===== src/hdl/rtex_ram.sv =====
// Generic single-write, single-read RAM with registered read.
// No dependencies.
module rtex_ram #(
  parameter int unsigned WIDTH = 32,
  parameter int unsigned DEPTH = 32
) (
  input  logic                     clk,
  input  logic                     we,
  input  logic [$clog2(DEPTH)-1:0] waddr,
  input  logic [WIDTH-1:0]         wdata,
  input  logic [$clog2(DEPTH)-1:0] raddr,
  output logic [WIDTH-1:0]         rdata
);
  logic [WIDTH-1:0] mem [DEPTH];

  always_ff @(posedge clk) begin
    if (we) mem[waddr] <= wdata;
    rdata <= mem[raddr];
  end
endmodule


===== config.mk =====
export PLATFORM = sky130hd
export DESIGN_NAME = rtex_ram
export DESIGN_NICKNAME = d
export VERILOG_FILES = /design/src/hdl/rtex_ram.sv
export SDC_FILE = /design/constraint.sdc
export NUM_CORES = 1
export LEC_CHECK = 0
export BUFFER_PORTS_ARGS = -buffer_cell sky130_fd_sc_hd__buf_2
export CORE_ASPECT_RATIO = 1.5
export CORE_MARGIN = 4
export CORE_UTILIZATION = 30
export CTS_CLUSTER_DIAMETER = 100
export DETAILED_ROUTE_END_ITERATION = 10
export SYNTH_ARGS = -nofsm -noshare
export SYNTH_HDL_FRONTEND = slang
export SYNTH_SLANG_ARGS = --single-unit

===== constraint.sdc =====
create_clock -name clk -period 3.3 [get_ports clk]
set_input_delay 0.66 -clock clk [delete_from_list [all_inputs] [get_ports clk]]
set_output_delay 0.66 -clock clk [all_outputs]
set_load 0.02 [all_outputs]

==> flow_summary.yaml <==
outcome:
  status: "completed"
worst_setup_path:
  worstSetupEndpointType: "primary output"
  path_max_fanout: 1
  r2r_cells: 5
  r2r_slack_ns: 1.98
  crit_arrival_ns: 1.39
  path_buf_inv: 1
  crit_family: "flip-flops"
  max_stage_delay_ns: 0.50
  reg2reg_to: "rdata[22]"
  critPathKind: "flop to primary output"
  start_kind: "flop"
  r2r-start: "mem[5][22]"
  crit_chain: "buf_2"
  cp.required_ns: 2.64
  cp_slowest_cell: "dfxtp_1"
cells_and_area:
  area_growth_pct: 15.9
  finalNetCount: 2440
  drive_above_1_share_pct: 14.5
  stdcell_count: 4213
die:
  dieHeight_um: 458
  initial_core_util_pct: 30.3
  core_area_mm2: 0.134
  dieArea_mm2: 0.141
  ios: 76
  die-width_um: 308
  rows: 164
synth:
  synth.top_cell.area_share_pct: 76.0
  synthArstFlopShare_pct: 0
  synth_common_cells: "1,024 x edfxtp_1, 512 x mux2i_1, 98 x nand2_1, 98 x nand3_1"
  synth.yosys.seq_area_share_pct: 77.5
  synth_area_mm2: 0.0405
  synth_enable_flop_cells: 1024
  yosys-top-cells-area: "edfxtp_1 76%, mux2i_1 13%, a22oi_1 1.8%"
  ys_seq_elements: 1056
  synth.largest_area_cell: "edfxtp_1"
  synthFlopType: "edfxtp_1"
  synth_most_common_cell: "edfxtp_1"
  ys_warn_count: 0
  syn_nets: 2304
  synth.distinct_cells: 25
  syn_avg_cell_area_um2: 17.9
  syn_inst: 2260
timing:
  finalHoldViolations: 0
  relSlewSlack_pct: 43.1
  rsz0062_at_grt: "no"
  min_period_ns: 2.05
  tns_ns: 0
  setup_viol: 0
  worst_pin_slew_ns: 0.853
  maxSlewViolCount: 0
  finClkSkew_ns: 0.0179
  fin_crit_sh_pct: 62.1
  fmax_mhz: 488
clocking:
  hold_buffers: 0
  htree_levels: 3
  cts_resized: 0
  clockBufferDepth: 3
  post-cts-setup-buffers: 0
  clkSinkCount: 1056
  cts-root-buf: "clkbuf_16"
  cts.clk_slew.worst_paths_ns: 0.07
  clock_latency_ns: 0.67
  numCtsBuffers: 85
  cts_tree: "done"
min_path:
  whs_endpoint: "mem[14][10]"
  whs_path_depth: 1
  hold_start: "wdata[10]"
  hp-class: "input pin to flop"
power:
  powerDensity_mw_per_mm2: 575
  p_leak_nw: 16.0
  peakVddDrop_mv: 0.359
global_route:
  grt_overflow_total: 0
  grtUsageTotal_pct: 14.2
  antenna_found_initial: 10
  grt_pass1_wl_um: 147000
  grt_pass1_vias: 21027
  grt_max_degree: 53
placement:
  place_congestion: 0.743
  portBuffers: 75
  placed_cells: 4052
  dp_hpwl_um: 56500
routing:
  highest_layer: "met5"
  avgRoutedWirePerCell_um: 24.2
  routed_wl_um: 102000
  drc: 0
  drt_pre_antenna_iters: 5
  vias_per_cell: 4.93
  first_iter_violations: 1859
  drtAntennaViolNets: 0
  vias: 20776
  wl_met1_um: 42400
  met2WireLength_um: 53100
  wl_met3_um: 4640
flow_run:
  drv_cap: 0
==> worst max path at each step <==
stage                   start          to  slack [ns]  depth (start not counted)
floorplan            waddr[1]  mem[12][0]        0.21                          3
global placement     raddr[0]   rdata[25]        0.63                          7
detailed placement   raddr[0]   rdata[25]        0.61                          7
CTS                 rdata[27]   rdata[27]        1.14                          1
global route        rdata[27]   rdata[27]        1.22                          1
finish              rdata[27]   rdata[27]        1.25                          1
==> worst register-to-register path, delay by kind of cell (launching register included) <==
| kind | cells | cell delay, ns |
|---|---|---|
| simple gates | 2 | 0.19 |
| flops | 1 | 0.38 |
| mux | 1 | 0.18 |
| compound gates | 2 | 0.43 |
==> logic make-up (layout without fill, tap and decap cells) <==
kind of cell / count (synthesis) / in the layout / synth area share (%)
compound gates: 288 / 288 / 4.85
simple gates: 277 / 277 / 3.10
buf+inv: 127 / 331 / 1.86
flops: 1056 / 1056 / 77.5
other cells: 0 / 6 / 0
mux: 512 / 512 / 12.7
==> power by group <==
part | leakage, nW | switching, W | internal (W)
Sequential | 9.49 | 0.0000798 | 0.0149
Combinational | 5.08 | 0.000973 | 0.000495
Clock | 1.43 | 0.00468 | 0.00587
==> cells in the final DEF (no fill, tap or decap), types with 2 or more instances in the layout <==
cell type | synthesis | final
nand2b_2 | 0 | 2
nor3_1 | 32 | 32
edfxtp_1 | 1024 | 1024
a22o_1 | 64 | 64
inv_16 | 0 | 2
nor2_4 | 0 | 33
clkbuf_1 | 46 | 13
mux2i_1 | 512 | 512
a31oi_1 | 32 | 32
nand3b_1 | 5 | 5
buf_2 | 26 | 74
clkinv_1 | 0 | 3
clkinvlp_4 | 0 | 4
dfxtp_1 | 32 | 32
diode_2 | 0 | 6
buf_4 | 33 | 47
a22oi_1 | 96 | 96
clkinv_8 | 0 | 3
or3b_2 | 3 | 3
buf_12 | 0 | 54
inv_6 | 0 | 2
bufinv_16 | 0 | 9
nand3_1 | 98 | 98
clkinv_2 | 0 | 17
clkinv_4 | 0 | 2
clkbuf_16 | 0 | 86
clkbuf_8 | 0 | 14
nand2_1 | 98 | 97
a21oi_1 | 96 | 96
==> area by class of cell <==
class                   count  area [µm²]
flip-flops and latches   1056       31400
diodes                      6        15.0
fillers                 12310       86700
clock inverters            42         520
clock buffers             113        2390
repair buffers            176        1820
multi-input cells        1077        8610
well taps                1743        2180
==> stage by stage <==
| stage | util [%] | power, W | hold WS [ns] | worst slack, ns | area, µm² |
|---|---|---|---|---|---|
| final | 35.1 | 0.0270 | 0.473 | 1.25 | 46900 |
| after global routing | 35.1 | 0.0279 | 0.472 | 1.22 | 46900 |
| after CTS | 35.1 | 0.0272 | 0.405 | 1.14 | 46900 |
| after detailed placement | 32.9 | 0.0168 | 0.580 | 0.614 | 44000 |
| after global placement | 32.9 | 0.0167 | 0.582 | 0.625 | 44000 |
| after floorplan | - | 0.0161 | 0.553 | 0.206 | 40500 |
==> sequential cells by signal, indices dropped and copies added, names as in the netlist <==
register  flops
mem        1024
rdata        32
==> per-layer routing <==
layer  GRT usage, %  vias to the layer above
li1               -                     9222
met2           25.4                      486
met3           2.06                      121
met5              0                        -
met1           18.0                    10939
met4           3.65                        8
Power figures use the tool's default switching activity.
