File: src/hdl/rtex_pkg.sv
// Types and constants of the R-type execute unit.
// No dependencies.
package rtex_pkg;
  localparam int unsigned XLEN = 32;
  localparam int unsigned RIDX = 5;
  localparam logic [RIDX-1:0] LINK_REG = 5'd31;

  typedef enum logic [5:0] {
    F_SLL = 6'd0, F_SRL = 6'd2, F_SRA = 6'd3, F_SLLV = 6'd4, F_SRLV = 6'd6,
    F_SRAV = 6'd7, F_JR = 6'd8, F_JALR = 6'd9, F_MFHI = 6'd16, F_MFLO = 6'd18,
    F_MULT = 6'd24, F_MULTU = 6'd25, F_DIV = 6'd26, F_DIVU = 6'd27,
    F_ADD = 6'd32, F_ADDU = 6'd33, F_SUB = 6'd34, F_SUBU = 6'd35,
    F_AND = 6'd36, F_OR = 6'd37, F_XOR = 6'd38, F_NOR = 6'd39,
    F_SLT = 6'd42, F_SLTU = 6'd43
  } func_t;

  typedef enum logic [2:0] {
    S_CLEAR, S_IDLE, S_READ, S_EXEC, S_MUL, S_DIV, S_DONE
  } state_t;

  typedef struct packed {
    logic          we;
    logic [RIDX-1:0] idx;
    logic [XLEN-1:0] val;
    logic          jmp;
    logic [XLEN-1:0] tgt;
    logic [XLEN-1:0] hi;
    logic [XLEN-1:0] lo;
    logic          unk;
  } result_t;

  // Division unit control.
  typedef struct packed {
    logic          start;
    logic          sgn;
    logic [XLEN-1:0] a;
    logic [XLEN-1:0] b;
  } div_req_t;

  typedef struct packed {
    logic          done;
    logic [XLEN-1:0] q;
    logic [XLEN-1:0] r;
  } div_rsp_t;
endpackage

File: src/hdl/rtex_div.sv
// Radix-2 restoring divider, one quotient bit per cycle.
// Depends on rtex_pkg.
module rtex_div (
  input  logic               clk,
  input  logic               rst_n,
  input  rtex_pkg::div_req_t req,
  output rtex_pkg::div_rsp_t rsp
);
  localparam int unsigned W = rtex_pkg::XLEN;
  logic [W-1:0] q_r, r_r, d_r;
  logic [$clog2(W):0] cnt_r;
  logic busy_r, fin_r, negq_r, negr_r;
  logic [W:0] trial;

  assign trial = {r_r, q_r[W-1]} - {1'b0, d_r};

  // Magnitudes loaded at start, one bit shifted in per cycle.
  always_ff @(posedge clk) begin
    if (!rst_n) begin
      busy_r <= 1'b0;
      fin_r  <= 1'b0;
    end else begin
      fin_r <= 1'b0;
      if (req.start) begin
        busy_r <= 1'b1;
        cnt_r  <= '0;
        r_r    <= '0;
        q_r    <= (req.sgn && req.a[W-1]) ? -req.a : req.a;
        d_r    <= (req.sgn && req.b[W-1]) ? -req.b : req.b;
        negq_r <= req.sgn && (req.a[W-1] ^ req.b[W-1]);
        negr_r <= req.sgn && req.a[W-1];
      end else if (busy_r) begin
        if (trial[W]) begin
          r_r <= {r_r[W-2:0], q_r[W-1]};
          q_r <= {q_r[W-2:0], 1'b0};
        end else begin
          r_r <= trial[W-1:0];
          q_r <= {q_r[W-2:0], 1'b1};
        end
        cnt_r <= cnt_r + 1'b1;
        if (cnt_r == ($clog2(W)+1)'(W-1)) begin
          busy_r <= 1'b0;
          fin_r  <= 1'b1;
        end
      end
    end
  end

  assign rsp.done = fin_r;
  assign rsp.q = negq_r ? -q_r : q_r;
  assign rsp.r = negr_r ? -r_r : r_r;
endmodule

File: config.mk
export PLATFORM = sky130hd
export DESIGN_NAME = rtex_div
export DESIGN_NICKNAME = d
export VERILOG_FILES = /design/src/hdl/rtex_pkg.sv /design/src/hdl/rtex_div.sv
export SDC_FILE = /design/constraint.sdc
export NUM_CORES = 1
export LEC_CHECK = 0
export ABC_AREA = 1
export ABC_CLOCK_PERIOD_IN_PS = 3030
export BUFFER_PORTS_ARGS = -buffer_cell sky130_fd_sc_hd__buf_2
export CAP_MARGIN = 20
export CORE_MARGIN = 2
export CORE_UTILIZATION = 52
export CTS_BUF_LIST = sky130_fd_sc_hd__clkbuf_4
export DETAILED_ROUTE_END_ITERATION = 12
export PLACE_DENSITY_LB_ADDON = 0.1
export SYNTH_ARGS = -nofsm -noshare
export SYNTH_HDL_FRONTEND = slang
export SYNTH_SLANG_ARGS = --single-unit
export TNS_END_PERCENT = 10
File: constraint.sdc
create_clock -name clk -period 3.03 [get_ports clk]
set_input_delay 0.606 -clock clk [delete_from_list [all_inputs] [get_ports clk]]
set_output_delay 0.606 -clock clk [all_outputs]
set_load 0.02 [all_outputs]
==> results.md, run 1 <==
* Detailed-route via count at 10700
* Die Y at 145 um
* Setup Skew at 43.1 ps
* Initial antenna violation count at 1
* Worst reg2reg path depth at 15
* R2R Path Start: r_r[0]$_SDFFCE_PP0P_
* Synth Instances at 1626
* Max incr delay on CP at 450 ps
* Largest net degree at the start of global routing at 41
* Nets at 1893
* CTS Buf Count at 9
* Main combinational cell family by area after synthesis: simple AND/OR/NAND/NOR gates
* Peak VDD IR at 228 uV
* Pleak at 0.00637 uW
* Worst-Margin Slew at 672 ps
* Clock sink count at 106
* Pre-CTS setup slack at 131 ps
* Final setup viols at 11
* Worst path slowest cell: edfxtp_1
* Crit path depth at 11
* Hold_buf cts at 0
* Max-cap violations at 0
* Max Buffers Root-to-Sink at 2
* Core box area at 19500 um2
* RSZ-0062 raised after global routing: yes
* Setup crit end: rsp[60]
* Crit-path leading delay family: simple AND/OR/NAND/NOR gates
* Critical path buffer and inverter count at 2
* R2r endpoint: r_r[7]$_SDFFCE_PP0P_
* Synthesized flop and latch total at 106
* Starting DRC count in detailed routing at 890
* Share of layout cells above drive strength 1 at 15.8%
* Synthesized area at 10400 um2
* Simple-Gate Fraction of Synth Area at 36.8%
* WHS Path Cells at 1
* Sequential share of power at 36.0%
* Post-synthesis sequential area ratio at 30.4%
* R2R Setup Slk at 270 ps
* Critical path arrival at 2500 ps
* WS Path Type: reg -> out
* Post-Synth Adder-Cell Area at 4.65%
* Rows at 51
* # IOs at 133
* Req. time, crit path at 2420 ps
* Vias in the first global route at 9516
* Final period util at 102%
* Post-Synth XOR/XNOR Area at 9.02%
* Tmin final at 3100 ps
* Yosys warnings at 0
* Worst skew pair latency at 520 ps
* Post-route ant nets at 0
* Routed len/inst at 15.5 um
* Die X-Extent at 145 um
* Overflow after GRT at 0
* Clock share of power at 12.9%
* HP Class: in -> reg
* Logic gate share of total power at 51.1%
* CP max FO at 3
* Final Hold Vio Count at 0
* Compound-Gate Fraction of Synth Area at 6.62%
* Pins Over Slew Limit at 0
* NetSw at 2530 uW
* Failing checks: negative setup slack
* Cell mode on critical path: nor2_4
* Die ar. at 21100 um2
* Max_slew headroom at 55.2%
* H-tree depth at 3
* GR Util All Layers at 29.4%
* Final Util at 62.1%
* Run status: finished, violations left
* Dpl hpwl at 25400 um
* Internal power at 3000 uW
* DR vias/cell at 5.19
* Initial core utilization at 53.2%
* Routed Wire Length at 31800 um
* Mean post-synth cell area at 6.39 um2
* PortBufs at 132
* Placer Congestion at 0.978
* Clock root cell: clkbuf_4
* Switching share of total power at 45.8%
* Type of element capturing the critical path: output port
* First-pass GRT wire length at 49600 um
* Tot Pwr at 5530 uW
* PwrDens at 456 nW/um2
* DRC at 0
* Setup ws final at -72.3 ps
* Startpoint types: flip-flop
* Critical path, cell by cell: inv_2, ha_4, nand3_4, nor2_4, nand2_2, nor2_4, nand3_2, o21ai_2, nand2_1, xor2_1, buf_4
* Worst hold slack at 301 ps
* CTS tree: done
* Syn nets at 1732
* Proportion of synthesized area in mux cells at 0%
* Worst setup path startpoint: q_r[1]$_DFFE_PP_
* CTS clk-pin slew, worst paths at 190 ps
* P&R area growth vs syn at 16.6%
* Max frequency at 322 MHz
* DRT Pass-1 Iters at 5
* Post-synthesis cell type count at 41
per-layer routing:
metal	wire [um]	track usage [%]	up-vias	part of all wire, %
met1	14800	44.6	4825	47
met4	550	6.86	0	1.7
met5	0	0	-	0
met2	13700	44.0	405	43
met3	2710	4.73	38	8.5
li1	-	-	5412	-
Yosys cell counts (all sizes together):
| cell | number | area (um2) |
|---|---|---|
| clkbuf | 24 | 90.1 |
| nor4 | 4 | 25.0 |
| or2 | 1 | 6.26 |
| a31oi | 9 | 56.3 |
| nand2 | 493 | 1910 |
| inv | 298 | 1120 |
| xnor2 | 14 | 123 |
| nor3b | 1 | 7.51 |
| o21bai | 1 | 7.51 |
| o21ai | 70 | 350 |
| ha | 37 | 463 |
| a21oi | 33 | 176 |
| o31ai | 4 | 30.0 |
| dfxtp | 2 | 40.0 |
| a41oi | 1 | 8.76 |
| nand4 | 18 | 113 |
| nor2 | 228 | 881 |
| a22oi | 1 | 7.51 |
| edfxtp | 104 | 3120 |
| clkinv | 2 | 7.51 |
| o211ai | 2 | 15.0 |
| nor3 | 24 | 125 |
| nand3b | 2 | 15.0 |
| and3 | 5 | 31.3 |
| and2 | 3 | 18.8 |
| xor2 | 93 | 815 |
| o22ai | 1 | 6.26 |
| nand3 | 137 | 696 |
| a21o | 4 | 30.0 |
| buf | 9 | 83.8 |
| fa | 1 | 20.0 |
layout by cell type, fill, tap and decap left out, types with 31 or more instances in the layout:
master	instances
edfxtp_1	104
a21oi_1	31
o21ai_0	60
nand2_1	467
nor2_1	204
buf_4	65
inv_1	290
xor2_1	91
ha_1	35
buf_2	108
nand3_1	128
registers in the layout, indices dropped and copies added, names as in the netlist:
register,cells
d_r,32
q_r,32
r_r,32
cnt_r,6
busy_r,1
fin_r,1
negq_r,1
negr_r,1
worst register-to-register path, cell delays in order (launching register included):
cell and delay, ps:
edfxtp_1 410, inv_2 80, buf_4 140, fa_1 470
inv_1 120, nand2_1 60, nand2_1 70, nand3_1 90
nand2_1 160, nand2_2 80, nand2_2 100, nand2_4 80
nand3_2 270, nand2_4 220, nor2_1 140, nor2_1 60
kinds of logic (layout without fill, tap and decap cells):
family,Yosys count,in the layout
AOI/OAI and AO/OA,126,126
xor gates and xnor gates,107,107
DFF,106,106
buffers and inverters,333,499
adders and majority gates,38,38
other,0,1
and+or+nand+nor,916,916
cell type report:
cell class / instances / area (um2)
tap: 265 / 332
timing repair buffer: 183 / 1160
multi-input combinational: 1187 / 6220
fill: 1958 / 7410
antenna: 1 / 2.50
inverter: 300 / 1130
sequential: 106 / 3160
clock inverter: 5 / 38.8
clock buffer: 11 / 82.6
worst min-delay path by stage:
stage / from / end / slack (ps)
3_5_place_dp: cnt_r[5]$_SDFFCE_PP0P_ / fin_r$_SDFF_PP0_ / 490
3_3_place_gp: cnt_r[5]$_SDFFCE_PP0P_ / fin_r$_SDFF_PP0_ / 490
2_1_floorplan: cnt_r[5]$_SDFFCE_PP0P_ / fin_r$_SDFF_PP0_ / 460
6_report: req[0] / d_r[0]$_DFFE_PP_ / 300
4_1_cts: req[0] / d_r[0]$_DFFE_PP_ / 280
5_1_grt: req[0] / d_r[0]$_DFFE_PP_ / 270
per-stage QoR:
stage          instance area, um2  setup TNS, ps  std cells
3_5_place_dp                11400              0       2011
5_1_grt                     12100          -3560       2058
4_1_cts                     11800           -133       2043
2_1_floorplan               10400              0       1626
6_report                    12100           -287       2058
3_3_place_gp                11400              0       2011
power by group through the flow:
| stage | Clock, uW | Sequential (uW) | Combinational (uW) |
|---|---|---|---|
| floorplan | 0 | 1960 | 1900 |
| global placement | 0 | 2010 | 2610 |
| detailed placement | 0 | 2010 | 2620 |
| CTS | 720 | 1980 | 2700 |
| global route | 787 | 2010 | 3140 |
| finish | 712 | 1990 | 2830 |
what timing repair did:
| action | CTS | global route |
|---|---|---|
| gates resized for setup | 52 | 60 |
| buffers inserted | 16 | 14 |
| cloned | 0 | 0 |
| endpoints found under the setup margin | 30 | 37 |
| pin swaps | 12 | 21 |
Power figures use the tool's default switching activity.
==> inputs of run 2 (changes only) <==
--- a/config.mk
+++ b/config.mk
@@ -5,7 +5,6 @@
 export SDC_FILE = /design/constraint.sdc
 export NUM_CORES = 1
 export LEC_CHECK = 0
-export ABC_AREA = 1
 export ABC_CLOCK_PERIOD_IN_PS = 3030
 export BUFFER_PORTS_ARGS = -buffer_cell sky130_fd_sc_hd__buf_2
 export CAP_MARGIN = 20
==> run 2 against run 1 <==
  * Largest cell class unchanged
  * Largest power group unchanged
  * Fmax decreased by 27%
  * The flow still finishes with violations (negative setup slack)
  * Final cell count decreased by 32%
  * Synthesized cell count is 43% lower
==> results.md, run 2 <==
* Run status: finished, violations left (unchanged)
* Failing checks: negative setup slack (unchanged)
* Setup ws final at -1240 ps (was -72.3 ps)
* Syn nets at 1025 (was 1732)
* Max-cap violations at 0 (unchanged)
* Post-Synth Adder-Cell Area at 5.73% (was 4.65%)
* Setup Skew at 30.2 ps (was 43.1 ps)
* Finished Layout Cells at 1397 (was 2058)
* DRT Pass-1 Iters at 5 (unchanged)
* Overflow after GRT at 0 (unchanged)
* Share of layout cells above drive strength 1 at 31.8% (was 15.8%)
* Core box area at 15900 um2 (was 19500 um2)
* Critical path arrival at 3660 ps (was 2500 ps)
* Commonest non-fill, non-tap cell in the layout: buf_4 (was nand2_1)
* Largest net degree at the start of global routing at 72 (was 41)
* Die Y at 131 um (was 145 um)
* Worst-Margin Slew at 659 ps (was 672 ps)
* Worst hold slack at 302 ps (was 301 ps)
* PwrDens at 438 nW/um2 (was 456 nW/um2)
* Main combinational cell family by area after synthesis: simple AND/OR/NAND/NOR gates (unchanged)
* Tmin final at 4270 ps (was 3100 ps)
* Synth area leader: edfxtp_1 (unchanged)
* Rows at 46 (was 51)
* Worst skew pair latency at 500 ps (was 520 ps)
* Initial core utilization at 53.0% (was 53.2%)
* Prevailing post-synth register cell: edfxtp_1 (unchanged)
* Pleak at 0.00466 uW (was 0.00637 uW)
* First-pass GRT wire length at 36000 um (was 49600 um)
* Peak VDD IR at 191 uV (was 228 uV)
* Synth top area cells: edfxtp_1 (37%), xnor2_1 (11%), ha_1 (5.5%), a21oi_1 (4.8%), nor2_1 (4.7%) (was edfxtp_1 (30%), nand2_1 (17%), inv_1 (11%), nor2_1 (7.9%), xor2_1 (7.8%))
* Max incr delay on CP at 440 ps (was 450 ps)
* Critical path, cell by cell: or3_4, or4_4, inv_2, nand2_2, or4_4, or3_4, or3_4, o41ai_4, xnor2_2, buf_4 (was inv_2, ha_4, nand3_4, nor2_4, nand2_2, nor2_4, nand3_2, o21ai_2, nand2_1, xor2_1, buf_4)
* Synth Instances at 919 (was 1626)
* DR vias/cell at 5.52 (was 5.19)
* Routed Wire Length at 22600 um (was 31800 um)
* Die ar. at 17200 um2 (was 21100 um2)
* Dpl hpwl at 17200 um (was 25400 um)
* Final setup TNS at -30820 ps (was -287 ps)
* Proportion of synthesized area in mux cells at 3.37% (was 0%)
* RSZ-0062 raised after global routing: yes (unchanged)
* CTS tree: done (unchanged)
* Req. time, crit path at 2420 ps (about the same)
* Post-synthesis cell type count at 64 (was 41)
* Max Buffers Root-to-Sink at 2 (unchanged)
* Placer Congestion at 0.903 (was 0.978)
* Most frequent cells in the layout: buf_4 (169), nor2_1 (105), edfxtp_1 (104) (was nand2_1 (467), inv_1 (290), nor2_1 (204))
* WS Path Type: reg -> out (unchanged)
* DRC at 0 (unchanged)
* Synthesized area at 8420 um2 (was 10400 um2)
* CTS clk-pin slew, worst paths at 180 ps (was 190 ps)
* Final period util at 141% (was 102%)
* Simple-Gate Fraction of Synth Area at 17.0% (was 36.8%)
* Async S/R FF share, synth at 0% (unchanged)
* Max_slew headroom at 56.1% (was 55.2%)
* # fillers at 1269 (was 1958)
* Critical path buffer and inverter count at 2 (unchanged)
* HP Class: in -> reg (unchanged)
* Yosys warnings at 0 (unchanged)
* Nets at 1278 (was 1893)
* # IOs at 133 (unchanged)
* Clock root cell: clkbuf_4 (unchanged)
* Starting DRC count in detailed routing at 583 (was 890)
* Clock sink count at 106 (unchanged)
* Pre-CTS setup slack at -728 ps (was 131 ps)
* EDFF count, synth at 104 (unchanged)
* Synthesized flop and latch total at 106 (unchanged)
* Detailed-route via count at 7708 (was 10700)
* CP max FO at 5 (was 3)
* Compound-Gate Fraction of Synth Area at 16.7% (was 6.62%)
* Vias in the first global route at 7238 (was 9516)
* Top cell type's share of synthesized area at 37.1% (was 30.0%)
* Post-route ant nets at 0 (unchanged)
* Die X-Extent at 131 um (was 145 um)
* Top cells by count, synth: nor2_1 (105), xnor2_1 (105), edfxtp_1 (104), a21oi_1 (81), nand2_1 (59) (was nand2_1 (483), inv_1 (296), nor2_1 (218), nand3_1 (135), edfxtp_1 (104))
* Worst path slowest cell: edfxtp_1 (unchanged)
* Routed len/inst at 16.2 um (was 15.5 um)
* Initial antenna violation count at 4 (was 1)
* Startpoint types: flip-flop (unchanged)
* Type of element capturing the critical path: output port (unchanged)
* Pins Over Slew Limit at 0 (unchanged)
* Mean post-synth cell area at 9.16 um2 (was 6.39 um2)
* Cell mode on critical path: or3_4 (was nor2_4)
* Post-synthesis sequential area ratio at 37.6% (was 30.4%)
* Max frequency at 234 MHz (was 322 MHz)
* Post-Synth XOR/XNOR Area at 15.6% (was 9.02%)
* Biggest regs: d_r x32, q_r x32, r_r x32 (unchanged)
* Hold_buf cts at 0 (unchanged)
* Post-Place Cells at 1368 (was 2011)
* Crit-path leading delay family: simple AND/OR/NAND/NOR gates (unchanged)
* P&R area growth vs syn at 30.9% (was 16.6%)
* CTS Buf Count at 9 (unchanged)
* PortBufs at 132 (unchanged)
* Tot Pwr at 4830 uW (was 5530 uW)
* H-tree depth at 3 (unchanged)
* Final Hold Vio Count at 0 (unchanged)
* GR Util All Layers at 26.0% (was 29.4%)
* Final setup viols at 73 (was 11)
run 2: final cells by class:
| class | instances | area [um2] | area share, % |
|---|---|---|---|
| clock buffer | 11 | 82.6 | 0.749 |
| multi-input combinational | 727 | 5400 | 49.0 |
| tap | 216 | 270 | 2.45 |
| clock inverter | 5 | 38.8 | 0.352 |
| antenna | 4 | 10.0 | 0.0908 |
| inverter | 53 | 199 | 1.80 |
| sequential | 106 | 3160 | 28.7 |
| timing repair buffer | 275 | 1860 | 16.8 |
run 2: through the flow:
| step | area, um2 | utilization [%] |
|---|---|---|
| 6_report | 11000 | 69.4 |
| 5_1_grt | 11000 | 69.4 |
| 4_1_cts | 10900 | 68.6 |
| 3_5_place_dp | 10300 | 65.1 |
| 3_3_place_gp | 10300 | 65.1 |
| 2_1_floorplan | 8500 | - |
run 2: per-layer routing:
metal / routed length [um] / GRT usage (%)
met2: 10800 / 43.3
met3: 1380 / 3.43
met5: 0 / 0
met1: 9830 / 34.7
met4: 578 / 9.96
run 2: kinds of logic (layout without fill, tap and decap cells):
logic type / count (synthesis) / after routing
AND/OR/NAND/NOR: 284 / 284
buffers and inverters: 86 / 344
multiplexers: 28 / 28
AO/OA/AOI/OAI: 227 / 227
other: 0 / 4
flip-flops: 106 / 106
XOR/XNOR: 150 / 150
adder cells (fa/ha/maj): 38 / 38
run 2: what timing repair did:
item,4_1_cts,5_1_grt
pin swaps,19,15
buffers inserted,7,2
resized for setup,81,23
setup endpoints to repair,76,81
run 2: worst reg2reg max path: stages, from the launching register on:
cell and delay, ps:
edfxtp_1 460, ha_4 190, fa_2 330, nand2b_4 160, a21oi_4 150, o21ai_2 80
o22a_1 220, o31a_1 260, a2111o_1 360, o211ai_1 160, buf_12 260, mux2_2 360
nor2_1 90
run 2: path summary, 6_finish.rpt:
check	cells after the start	to	from	slack (ps)
worst max-delay path	10	rsp[61]	q_r[1]$_DFFE_PP_	-1240
worst min-delay path	1	d_r[0]$_DFFE_PP_	req[0]	300
worst max register to register	12	r_r[0]$_SDFFCE_PP0P_	d_r[0]$_DFFE_PP_	-170
worst min register to register	1	fin_r$_SDFF_PP0_	busy_r$_SDFF_PN0_	540
run 2: power by group:
| part | total (uW) | switching, uW | internal [uW] |
|---|---|---|---|
| Clock | 690 | 498 | 192 |
| Sequential | 1890 | 98.6 | 1800 |
| Combinational | 2250 | 1220 | 1030 |
